==> src/rtl/psr_pkg.sv <==
package psr_pkg;

    localparam int SRC_W    = 4;
    localparam int SEQ_W    = 32;
    localparam int HANDLE_W = 16;
    localparam int STATUS_W = 2;

    typedef enum logic [STATUS_W-1:0] {
        ST_DELIVERED = 2'd0,
        ST_BACKWARDS = 2'd1,
        ST_OVERFLOW  = 2'd2
    } status_t;

    // Controller to datapath
    typedef struct packed {
        logic load;      // capture request
        logic classify;  // read expected number and its slot
        logic emit_in;   // put the request itself on the output
        logic emit_rej;  // put a reject on the output (status from datapath)
        logic emit_held; // put the held entry at the expected number on the output
        logic hold;      // store request in its slot
        logic advance;   // bump expected number and write it back
        logic last;      // last_of_run for the emitted result
    } psr_cmd_t;

    // Datapath to controller
    typedef struct packed {
        logic src_ok;
        logic in_order;
        logic bypass;
        logic in_window;
        logic slot_taken;  // slot of request already valid
        logic next_valid;  // held slot at expected number + 1 is valid
        logic run_full;    // this release reaches the window depth
    } psr_stat_t;

endpackage

==> src/rtl/psr_if.sv <==
interface psr_in_if;
    logic                          valid;
    logic                          ready;
    logic [psr_pkg::SRC_W-1:0]     source_id;
    logic [psr_pkg::SEQ_W-1:0]     seq_number;
    logic                          bypass_order;
    logic [psr_pkg::HANDLE_W-1:0]  msg_handle;
    modport source (output valid, source_id, seq_number, bypass_order, msg_handle,
                    input ready);
    modport sink (input valid, source_id, seq_number, bypass_order, msg_handle,
                  output ready);
endinterface

interface psr_out_if;
    logic                          valid;
    logic                          ready;
    logic [psr_pkg::STATUS_W-1:0]  status;
    logic [psr_pkg::HANDLE_W-1:0]  out_handle;
    logic [psr_pkg::SRC_W-1:0]     out_source;
    logic [psr_pkg::SEQ_W-1:0]     out_seq;
    logic                          last_of_run;
    modport source (output valid, status, out_handle, out_source, out_seq, last_of_run,
                    input ready);
    modport sink (input valid, status, out_handle, out_source, out_seq, last_of_run,
                  output ready);
endinterface

==> src/rtl/psr_datapath.sv <==
module psr_datapath #(
    parameter int NUM_SOURCES = 16,
    parameter int HOLD_DEPTH  = 8
) (
    input  logic                          clk,
    input  logic                          rst_n,
    input  logic [psr_pkg::SRC_W-1:0]     source_id,
    input  logic [psr_pkg::SEQ_W-1:0]     seq_number,
    input  logic                          bypass_order,
    input  logic [psr_pkg::HANDLE_W-1:0]  msg_handle,
    input  psr_pkg::psr_cmd_t             cmd,
    output psr_pkg::psr_stat_t            stat,
    output logic [psr_pkg::STATUS_W-1:0]  res_status,
    output logic [psr_pkg::HANDLE_W-1:0]  res_handle,
    output logic [psr_pkg::SRC_W-1:0]     res_source,
    output logic [psr_pkg::SEQ_W-1:0]     res_seq,
    output logic                          res_last
);
    localparam int SRC_IW   = (NUM_SOURCES > 1) ? $clog2(NUM_SOURCES) : 1;
    localparam int SLOT_W   = (HOLD_DEPTH > 1) ? $clog2(HOLD_DEPTH) : 1;
    localparam int SUM_W    = SLOT_W + 2;
    localparam int ENTRIES  = NUM_SOURCES * HOLD_DEPTH;
    localparam int ENT_W    = (ENTRIES > 1) ? $clog2(ENTRIES) : 1;
    localparam int CNT_W    = $clog2(HOLD_DEPTH + 1);
    // slot shift when seq_number has wrapped past 2^32 relative to the expected number
    localparam longint unsigned WRAP_MOD = (64'd1 << 32) % 64'(HOLD_DEPTH);
    localparam int WRAP_ADJ = int'((64'(HOLD_DEPTH) - WRAP_MOD) % 64'(HOLD_DEPTH));

    // expected numbers, their slots and held handles are memories; valid bits are flops
    logic [psr_pkg::SEQ_W-1:0]    exp_mem [NUM_SOURCES];
    logic [SLOT_W-1:0]            eslot_mem [NUM_SOURCES];
    logic [psr_pkg::HANDLE_W-1:0] hnd_mem [ENTRIES];
    logic [ENTRIES-1:0]           held_valid_reg;
    // expected number of a source reads as zero until first written
    logic [NUM_SOURCES-1:0]       exp_init_reg;

    logic [psr_pkg::SRC_W-1:0]    src_reg;
    logic [psr_pkg::SEQ_W-1:0]    seq_reg;
    logic                         byp_reg;
    logic [psr_pkg::HANDLE_W-1:0] hnd_reg;
    logic [psr_pkg::SEQ_W-1:0]    exp_reg;
    logic [SLOT_W-1:0]            eslot_reg;
    logic                         src_ok_reg;
    logic [CNT_W-1:0]             cnt_reg;

    logic [SRC_IW-1:0]            src_idx;
    logic [psr_pkg::SEQ_W-1:0]    seq_gap;
    logic                         wrapped;
    logic [SUM_W-1:0]             req_sum;
    logic [SLOT_W-1:0]            req_slot;
    logic [SLOT_W-1:0]            nxt_slot;
    logic [ENT_W-1:0]             cur_ent;
    logic [ENT_W-1:0]             nxt_ent;
    logic [ENT_W-1:0]             req_ent;

    assign src_idx = SRC_IW'(src_reg);
    assign seq_gap = seq_reg - exp_reg;
    assign wrapped = seq_reg < exp_reg;

    // slot of the request from the slot of the expected number plus the gap
    assign req_sum = SUM_W'(eslot_reg) + seq_gap[SUM_W-1:0]
                   + (wrapped ? SUM_W'(WRAP_ADJ) : SUM_W'(0));

    always_comb
    begin
        if (req_sum >= SUM_W'(2 * HOLD_DEPTH))
            req_slot = SLOT_W'(req_sum - SUM_W'(2 * HOLD_DEPTH));
        else if (req_sum >= SUM_W'(HOLD_DEPTH))
            req_slot = SLOT_W'(req_sum - SUM_W'(HOLD_DEPTH));
        else
            req_slot = SLOT_W'(req_sum);
    end

    // slot of expected number + 1; the 2^32 wrap lands on slot zero
    assign nxt_slot = (exp_reg == '1 || eslot_reg == SLOT_W'(HOLD_DEPTH - 1))
                    ? SLOT_W'(0) : eslot_reg + 1'b1;

    assign cur_ent = ENT_W'(src_idx) * ENT_W'(HOLD_DEPTH) + ENT_W'(eslot_reg);
    assign nxt_ent = ENT_W'(src_idx) * ENT_W'(HOLD_DEPTH) + ENT_W'(nxt_slot);
    assign req_ent = ENT_W'(src_idx) * ENT_W'(HOLD_DEPTH) + ENT_W'(req_slot);

    always_ff @(posedge clk)
    begin
        if (cmd.load)
        begin
            src_reg <= source_id;
            seq_reg <= seq_number;
            byp_reg <= bypass_order;
            hnd_reg <= msg_handle;
        end
        if (cmd.classify)
        begin
            exp_reg    <= exp_init_reg[src_idx] ? exp_mem[src_idx] : '0;
            eslot_reg  <= exp_init_reg[src_idx] ? eslot_mem[src_idx] : '0;
            src_ok_reg <= 32'(src_reg) < NUM_SOURCES;
        end
        else if (cmd.advance)
        begin
            exp_reg            <= exp_reg + 1'b1;
            eslot_reg          <= nxt_slot;
            exp_mem[src_idx]   <= exp_reg + 1'b1;
            eslot_mem[src_idx] <= nxt_slot;
        end
        if (cmd.hold)
            hnd_mem[req_ent] <= hnd_reg;
    end

    always_ff @(posedge clk or negedge rst_n)
    begin
        if (!rst_n)
        begin
            held_valid_reg <= '0;
            exp_init_reg   <= '0;
            cnt_reg        <= '0;
        end
        else
        begin
            if (cmd.emit_in)
                cnt_reg <= '0;
            else if (cmd.emit_held)
                cnt_reg <= cnt_reg + 1'b1;
            if (cmd.emit_held)
                held_valid_reg[cur_ent] <= 1'b0;
            else if (cmd.hold)
                held_valid_reg[req_ent] <= 1'b1;
            if (cmd.advance)
                exp_init_reg[src_idx] <= 1'b1;
        end
    end

    always_comb
    begin
        stat.src_ok     = src_ok_reg;
        stat.in_order   = seq_gap == '0;
        stat.bypass     = byp_reg;
        stat.in_window  = seq_gap <= psr_pkg::SEQ_W'(HOLD_DEPTH);
        stat.slot_taken = held_valid_reg[req_ent];
        stat.next_valid = held_valid_reg[nxt_ent];
        stat.run_full   = cnt_reg >= CNT_W'(HOLD_DEPTH - 1);
    end

    // result register
    always_ff @(posedge clk)
    begin
        if (cmd.emit_in || cmd.emit_rej)
        begin
            res_status <= cmd.emit_in ? psr_pkg::ST_DELIVERED
                        : (wrapped ? psr_pkg::ST_BACKWARDS : psr_pkg::ST_OVERFLOW);
            res_handle <= hnd_reg;
            res_source <= src_reg;
            res_seq    <= seq_reg;
            res_last   <= cmd.last;
        end
        else if (cmd.emit_held)
        begin
            res_status <= psr_pkg::ST_DELIVERED;
            res_handle <= hnd_mem[cur_ent];
            res_source <= src_reg;
            res_seq    <= exp_reg;
            res_last   <= cmd.last;
        end
    end
endmodule

==> src/rtl/psr_ctrl.sv <==
module psr_ctrl (
    input  logic               clk,
    input  logic               rst_n,
    input  logic               in_valid,
    output logic               in_ready,
    output logic               out_valid,
    input  logic               out_ready,
    input  psr_pkg::psr_stat_t stat,
    output psr_pkg::psr_cmd_t  cmd
);
    typedef enum logic [1:0] {
        S_IDLE,
        S_CLASSIFY,
        S_DECIDE,
        S_RELEASE
    } state_t;

    state_t state_reg, state_next;
    logic   out_valid_reg, out_valid_next;
    logic   out_free;

    assign in_ready  = state_reg == S_IDLE;
    assign out_valid = out_valid_reg;
    // result register empty, or emptied at this edge
    assign out_free  = !out_valid_reg || out_ready;

    always_comb
    begin
        state_next     = state_reg;
        out_valid_next = out_valid_reg;
        cmd            = '0;
        if (out_valid_reg && out_ready)
            out_valid_next = 1'b0;
        case (state_reg)
            S_IDLE:
            begin
                if (in_valid)
                begin
                    cmd.load   = 1'b1;
                    state_next = S_CLASSIFY;
                end
            end
            S_CLASSIFY:
            begin
                cmd.classify = 1'b1;
                state_next   = S_DECIDE;
            end
            S_DECIDE:
            begin
                if (!stat.src_ok)
                    state_next = S_IDLE;
                else if (!stat.in_order && !stat.bypass && stat.in_window)
                begin
                    cmd.hold   = !stat.slot_taken;
                    state_next = S_IDLE;
                end
                else if (out_free)
                begin
                    out_valid_next = 1'b1;
                    if (stat.in_order)
                    begin
                        cmd.emit_in = 1'b1;
                        cmd.advance = 1'b1;
                        cmd.last    = !stat.next_valid;
                        state_next  = stat.next_valid ? S_RELEASE : S_IDLE;
                    end
                    else if (stat.bypass)
                    begin
                        cmd.emit_in = 1'b1;
                        cmd.last    = 1'b1;
                        state_next  = S_IDLE;
                    end
                    else
                    begin
                        cmd.emit_rej = 1'b1;
                        cmd.last     = 1'b1;
                        state_next   = S_IDLE;
                    end
                end
            end
            S_RELEASE:
            begin
                if (out_free)
                begin
                    cmd.emit_held  = 1'b1;
                    cmd.advance    = 1'b1;
                    cmd.last       = !stat.next_valid || stat.run_full;
                    out_valid_next = 1'b1;
                    state_next     = (!stat.next_valid || stat.run_full) ? S_IDLE : S_RELEASE;
                end
            end
            default:
                state_next = S_IDLE;
        endcase
    end

    always_ff @(posedge clk or negedge rst_n)
    begin
        if (!rst_n)
        begin
            state_reg     <= S_IDLE;
            out_valid_reg <= 1'b0;
        end
        else
        begin
            state_reg     <= state_next;
            out_valid_reg <= out_valid_next;
        end
    end
endmodule

==> src/rtl/per_source_sequence_reorder.sv <==
// Per-source sequence reorder: in-order, bypass, held and rejected requests.
// Steps: the accepted request's expected number is read, then the decide writes
// the result register; released results follow one per cycle while out_ready holds.
// One request at a time; a result waiting at the output stalls the decide.
// Reset: asynchronous active-low; expected numbers read as zero, held window empty.
module per_source_sequence_reorder #(
    parameter int NUM_SOURCES = 16,
    parameter int HOLD_DEPTH  = 8
) (
    input logic       clk,
    input logic       rst_n,
    psr_in_if.sink    in_ch,
    psr_out_if.source out_ch
);
    psr_pkg::psr_cmd_t  cmd;
    psr_pkg::psr_stat_t stat;
    logic               last_raw;

    // Controller sequences classify, hold and the release run.
    psr_ctrl u_ctrl (
        .clk       (clk),
        .rst_n     (rst_n),
        .in_valid  (in_ch.valid),
        .in_ready  (in_ch.ready),
        .out_valid (out_ch.valid),
        .out_ready (out_ch.ready),
        .stat      (stat),
        .cmd       (cmd)
    );

    // Datapath holds expected numbers, held window and the result register.
    psr_datapath #(
        .NUM_SOURCES (NUM_SOURCES),
        .HOLD_DEPTH  (HOLD_DEPTH)
    ) u_dp (
        .clk          (clk),
        .rst_n        (rst_n),
        .source_id    (in_ch.source_id),
        .seq_number   (in_ch.seq_number),
        .bypass_order (in_ch.bypass_order),
        .msg_handle   (in_ch.msg_handle),
        .cmd          (cmd),
        .stat         (stat),
        .res_status   (out_ch.status),
        .res_handle   (out_ch.out_handle),
        .res_source   (out_ch.out_source),
        .res_seq      (out_ch.out_seq),
        .res_last     (last_raw)
    );

    // The end of a release run is found by looking ahead at the next slot when each
    // result is emitted, or when the run reaches the window depth.
    assign out_ch.last_of_run = last_raw;
endmodule
==> src/flat_wrapper.sv <==
// flat-port wrapper written by rule: the top's interface ports become plain ports
module per_source_sequence_reorder_flat 
#(
    parameter int NUM_SOURCES = 16,
    parameter int HOLD_DEPTH  = 8
)
  (clk, rst_n, in_ch_valid, in_ch_source_id, in_ch_seq_number, in_ch_bypass_order, in_ch_msg_handle, in_ch_ready, out_ch_valid, out_ch_status, out_ch_out_handle, out_ch_out_source, out_ch_out_seq, out_ch_last_of_run, out_ch_ready);
  psr_in_if in_ch_i ();
  psr_out_if out_ch_i ();
  input logic clk;
  input logic rst_n;
  input wire logic [$bits(in_ch_i.valid)-1:0] in_ch_valid;
  input wire logic [$bits(in_ch_i.source_id)-1:0] in_ch_source_id;
  input wire logic [$bits(in_ch_i.seq_number)-1:0] in_ch_seq_number;
  input wire logic [$bits(in_ch_i.bypass_order)-1:0] in_ch_bypass_order;
  input wire logic [$bits(in_ch_i.msg_handle)-1:0] in_ch_msg_handle;
  output wire logic [$bits(in_ch_i.ready)-1:0] in_ch_ready;
  output wire logic [$bits(out_ch_i.valid)-1:0] out_ch_valid;
  output wire logic [$bits(out_ch_i.status)-1:0] out_ch_status;
  output wire logic [$bits(out_ch_i.out_handle)-1:0] out_ch_out_handle;
  output wire logic [$bits(out_ch_i.out_source)-1:0] out_ch_out_source;
  output wire logic [$bits(out_ch_i.out_seq)-1:0] out_ch_out_seq;
  output wire logic [$bits(out_ch_i.last_of_run)-1:0] out_ch_last_of_run;
  input wire logic [$bits(out_ch_i.ready)-1:0] out_ch_ready;
  assign in_ch_i.valid = in_ch_valid;
  assign in_ch_i.source_id = in_ch_source_id;
  assign in_ch_i.seq_number = in_ch_seq_number;
  assign in_ch_i.bypass_order = in_ch_bypass_order;
  assign in_ch_i.msg_handle = in_ch_msg_handle;
  assign in_ch_ready = in_ch_i.ready;
  assign out_ch_valid = out_ch_i.valid;
  assign out_ch_status = out_ch_i.status;
  assign out_ch_out_handle = out_ch_i.out_handle;
  assign out_ch_out_source = out_ch_i.out_source;
  assign out_ch_out_seq = out_ch_i.out_seq;
  assign out_ch_last_of_run = out_ch_i.last_of_run;
  assign out_ch_i.ready = out_ch_ready;
  per_source_sequence_reorder #(.NUM_SOURCES(NUM_SOURCES), .HOLD_DEPTH(HOLD_DEPTH)) u_core (.clk(clk), .rst_n(rst_n), .in_ch(in_ch_i), .out_ch(out_ch_i));
endmodule
==> config.mk <==
export PLATFORM = sky130hd
export DESIGN_NAME = per_source_sequence_reorder_flat
export DESIGN_NICKNAME = d
export VERILOG_FILES = /design/src/rtl/psr_pkg.sv /design/src/rtl/psr_if.sv /design/src/rtl/psr_datapath.sv /design/src/rtl/psr_ctrl.sv /design/src/rtl/per_source_sequence_reorder.sv /design/src/flat_wrapper.sv
export SDC_FILE = /design/constraint.sdc
export NUM_CORES = 2
export LEC_CHECK = 0
export BUFFER_PORTS_ARGS = -buffer_cell sky130_fd_sc_hd__buf_2
export CORE_MARGIN = 2
export CORE_UTILIZATION = 40
export DETAILED_ROUTE_END_ITERATION = 12
export PLACE_DENSITY = 0.56
export SYNTH_ARGS = -nofsm -noshare
export SYNTH_HDL_FRONTEND = slang
export SYNTH_SLANG_ARGS = --single-unit
==> constraint.sdc <==
create_clock -name clk -period 7.18 [get_ports clk]
set_input_delay 0.359 -clock clk [delete_from_list [all_inputs] [get_ports clk]]
set_output_delay 0.359 -clock clk [all_outputs]
set_load 0.01 [all_outputs]
==> key figures <==
Setup path
  • Crit path cell chain: ha_1 > fa_1 > fa_1 > xnor2_2 > xor2_2 > nor2_1 > buf_4 > a22oi_1 > nand4_1 > mux4_2 > nor3b_1 > nand4b_1 > buf_12 > buf_12 > nor4_2 > buf_4
  • Crit-path max FO: 60
  • CP max-delay cell: nor4_2
  • CP Class: register to register
  • Startpoint Class: register
  • Arr. time, crit path: 7020 ps
  • Worst EP required: 7790 ps
  • Crit end category: register
  • Slowest stage delay, CP: 760 ps
  • Delay-heaviest family, CP: simple AND/OR/NAND/NOR gates
  • CP Buf/Inv Count: 4

GRT
  • Vias in the first global route: 65080
  • Initial antenna violation count: 13
  • Global-route wire length before repair: 508900 um
  • Gr ovfl total: 0
  • Total GRT Usage: 24.62%
  • Largest net degree at the start of global routing: 130

Timing
  • Max_slew headroom: 13.14%
  • Final Cycle Share: 89.21%
  • Slew Limit Fails: 0
  • Endpoints failing hold: 0
  • Setup tns final: 0 ps
  • Worst-Margin Slew: 1298 ps
  • Clock skew: 103.4 ps
  • Setup violators final: 0
  • FMAX: 0.1561 GHz
  • Crit path time final: 6406 ps
  • RSZ-0062 raised after global routing: no

Power and ir drop
  • Pwr per Cell Area: 423.1 nW/um^2
  • Max VDD drop: 638.0 uV
  • P_leak: 0.03996 uW
  • Pwr Total: 55430 uW

Synth
  • Synth top cells by count: edfxtp_1, a22oi_1, clkbuf_1
  • Register area share after synthesis: 76.42%
  • Avg Synthesized Cell Area: 17.51 sq um
  • Mapped cell area: 113100 sq um
  • Synth Net Count: 6558
  • Distinct cells, synth: 86
  • Yosys synthesis warning count: 0
  • Most frequent cell after synthesis: edfxtp_1
  • Synth top area cells: edfxtp_1, a22oi_1, mux4_2, dfrtp_1, o31ai_2
  • Post-synth EDFFs: 2751
  • Synth top area share: 73.01%
  • Post-synth ARST share: 5.196%
  • Yosys reg bits: 2906
  • Main synth FF type: edfxtp_1
  • Post-Syn Instances: 6462
  • Cell taking the most area after synthesis: edfxtp_1

Run status
  • Run status: complete, no violations

Route
  • Drt via density: 6.267
  • Final ANT Viol Nets: 0
  • DR WL/cell: 33.35 um
  • Residual DRC: 0
  • Drt first pass iters: 7
  • Initial DRC Count: 9120
  • Vias: 67730
  • Drt total wl: 360400 um

Die
  • DIE AREA: 287100 sq um
  • Core Area: 281800 sq um
  • Chip height: 535.9 um
  • Die width: 535.9 um
  • Starting Density: 40.15%
  • I/O Pins: 114
  • Num rows: 195

Place
  • Placed Area: 120800 sq um
  • Routability cong.: 0.9471
  • Hpwl dp: 212200 um
  • IO buf count: 113

Clock network
  • CTS buffer count: 305
  • Post-CTS Setup Inserts: 0
  • Clock transition at the registers of the reported paths: 60 ps
  • Clk Latency, worst-skew pair: 930 ps
  • CTS tree: yes
  • Bufs on Longest Clock Path: 4
  • Clk sinks: 2906
  • Root Buffer: clkbuf_16
  • Maximum level of the CTS H-tree: 5

Flow run
  • Max Cap Viol: 0

Hold path
  • Type of the tightest min-delay check: input port to async pin

Finish
  • Max FFs per register: 2048
  • Layout cells sized above 1: 20.84%
  • P&R area growth vs syn: 15.78%
  • Final net count: 6914
  • Fill cell count: 23810
  • Design area: 131000 sq um
## cells in the final DEF, fill, tap and decap left out, drive strengths merged, types with 101 or more instances in the layout
cell type,n
edfxtp,2751
a22oi,877
buf,485
clkbuf,379
o21ai,201
mux4,184
nor4,166
dfrtp,151
o31ai,151
nor2,144
clkinv,133
a221oi,130
a21oi,120
nand4,112
a22o,110
nand2,108
a41oi,101
## area by class of cell
| cell class | count | area (sq um) | area share, % |
|---|---|---|---|
| Sequential cell | 2906 | 86480 | 66.01 |
| Multi-Input combinational cell | 2993 | 25610 | 19.55 |
| Clock buffer | 379 | 8123 | 6.201 |
| Tap cell | 3743 | 4683 | 3.575 |
| Timing Repair Buffer | 541 | 4313 | 3.292 |
| Clock inverter | 168 | 1506 | 1.150 |
| Inverter | 71 | 266.5 | 0.2034 |
| Antenna cell | 6 | 15.01 | 0.01146 |
## repair_timing
| action | CTS | global route |
|---|---|---|
| gates resized for setup | 0 | 0 |
| hold buffers | 56 | 0 |
| endpoints found under the hold margin | 141 | 0 |
## kinds of logic after synthesis
group / Yosys count / synth area share, %
XOR/XNOR: 54 / 0.4445
AND/OR/NAND/NOR: 717 / 3.347
adder cells (fa/ha/maj): 39 / 0.4445
buffers and inverters: 563 / 1.957
flip-flops: 2906 / 76.42
AO/OA/AOI/OAI: 1923 / 12.99
multiplexers: 260 / 4.397
## power breakdown
| part | internal [uW] | switching (uW) |
|---|---|---|
| registers | 20400 | 581 |
| clock network | 8750 | 6620 |
| logic | 5340 | 13700 |
| total | 34500 | 20900 |
## metal layers
| layer | part of all wire (%) | vias to the layer above | global-route usage, % | wire (um) |
|---|---|---|---|---|
| li1 | - | 27910 | - | - |
| met2 | 47 | 3779 | 38.55 | 167900 |
| met3 | 8.4 | 605 | 3.974 | 30380 |
| met5 | 0.017 | - | 0 | 61 |
| met4 | 3.6 | 8 | 7.891 | 13030 |
| met1 | 41 | 35420 | 35.21 | 149000 |
## worst paths after layout
check                                                  start                        endpoint  slack, ps  cells after the start
max in group asynchronous                              rst_n  u_core.u_dp.held_valid_reg[79]       5620                      3
worst max-delay path                  u_core.u_dp.exp_reg[0]      u_core.u_dp.hnd_mem[34][1]        770                     16
min in group clk                        in_ch_msg_handle[12]         u_core.u_dp.hnd_reg[12]        170                      2
worst max register to register        u_core.u_dp.exp_reg[0]      u_core.u_dp.hnd_mem[34][1]        770                     16
worst min-delay path                                   rst_n  u_core.u_dp.held_valid_reg[44]         80                      2
worst min register to register  u_core.u_dp.exp_init_reg[12]    u_core.u_dp.exp_init_reg[12]        470                      2
## stage by stage
step	util (%)	setup slack, ps	cells	hold slack, ps
floorplan	-	729.0	6462	63.41
global placement	42.85	753.3	10200	434.6
detailed placement	42.85	679.0	10200	444.2
CTS	46.47	721.9	10800	66.57
global route	46.48	526.4	10800	137.6
finish	46.49	774.4	10810	76.71
(Power assumes the default switching activity.)
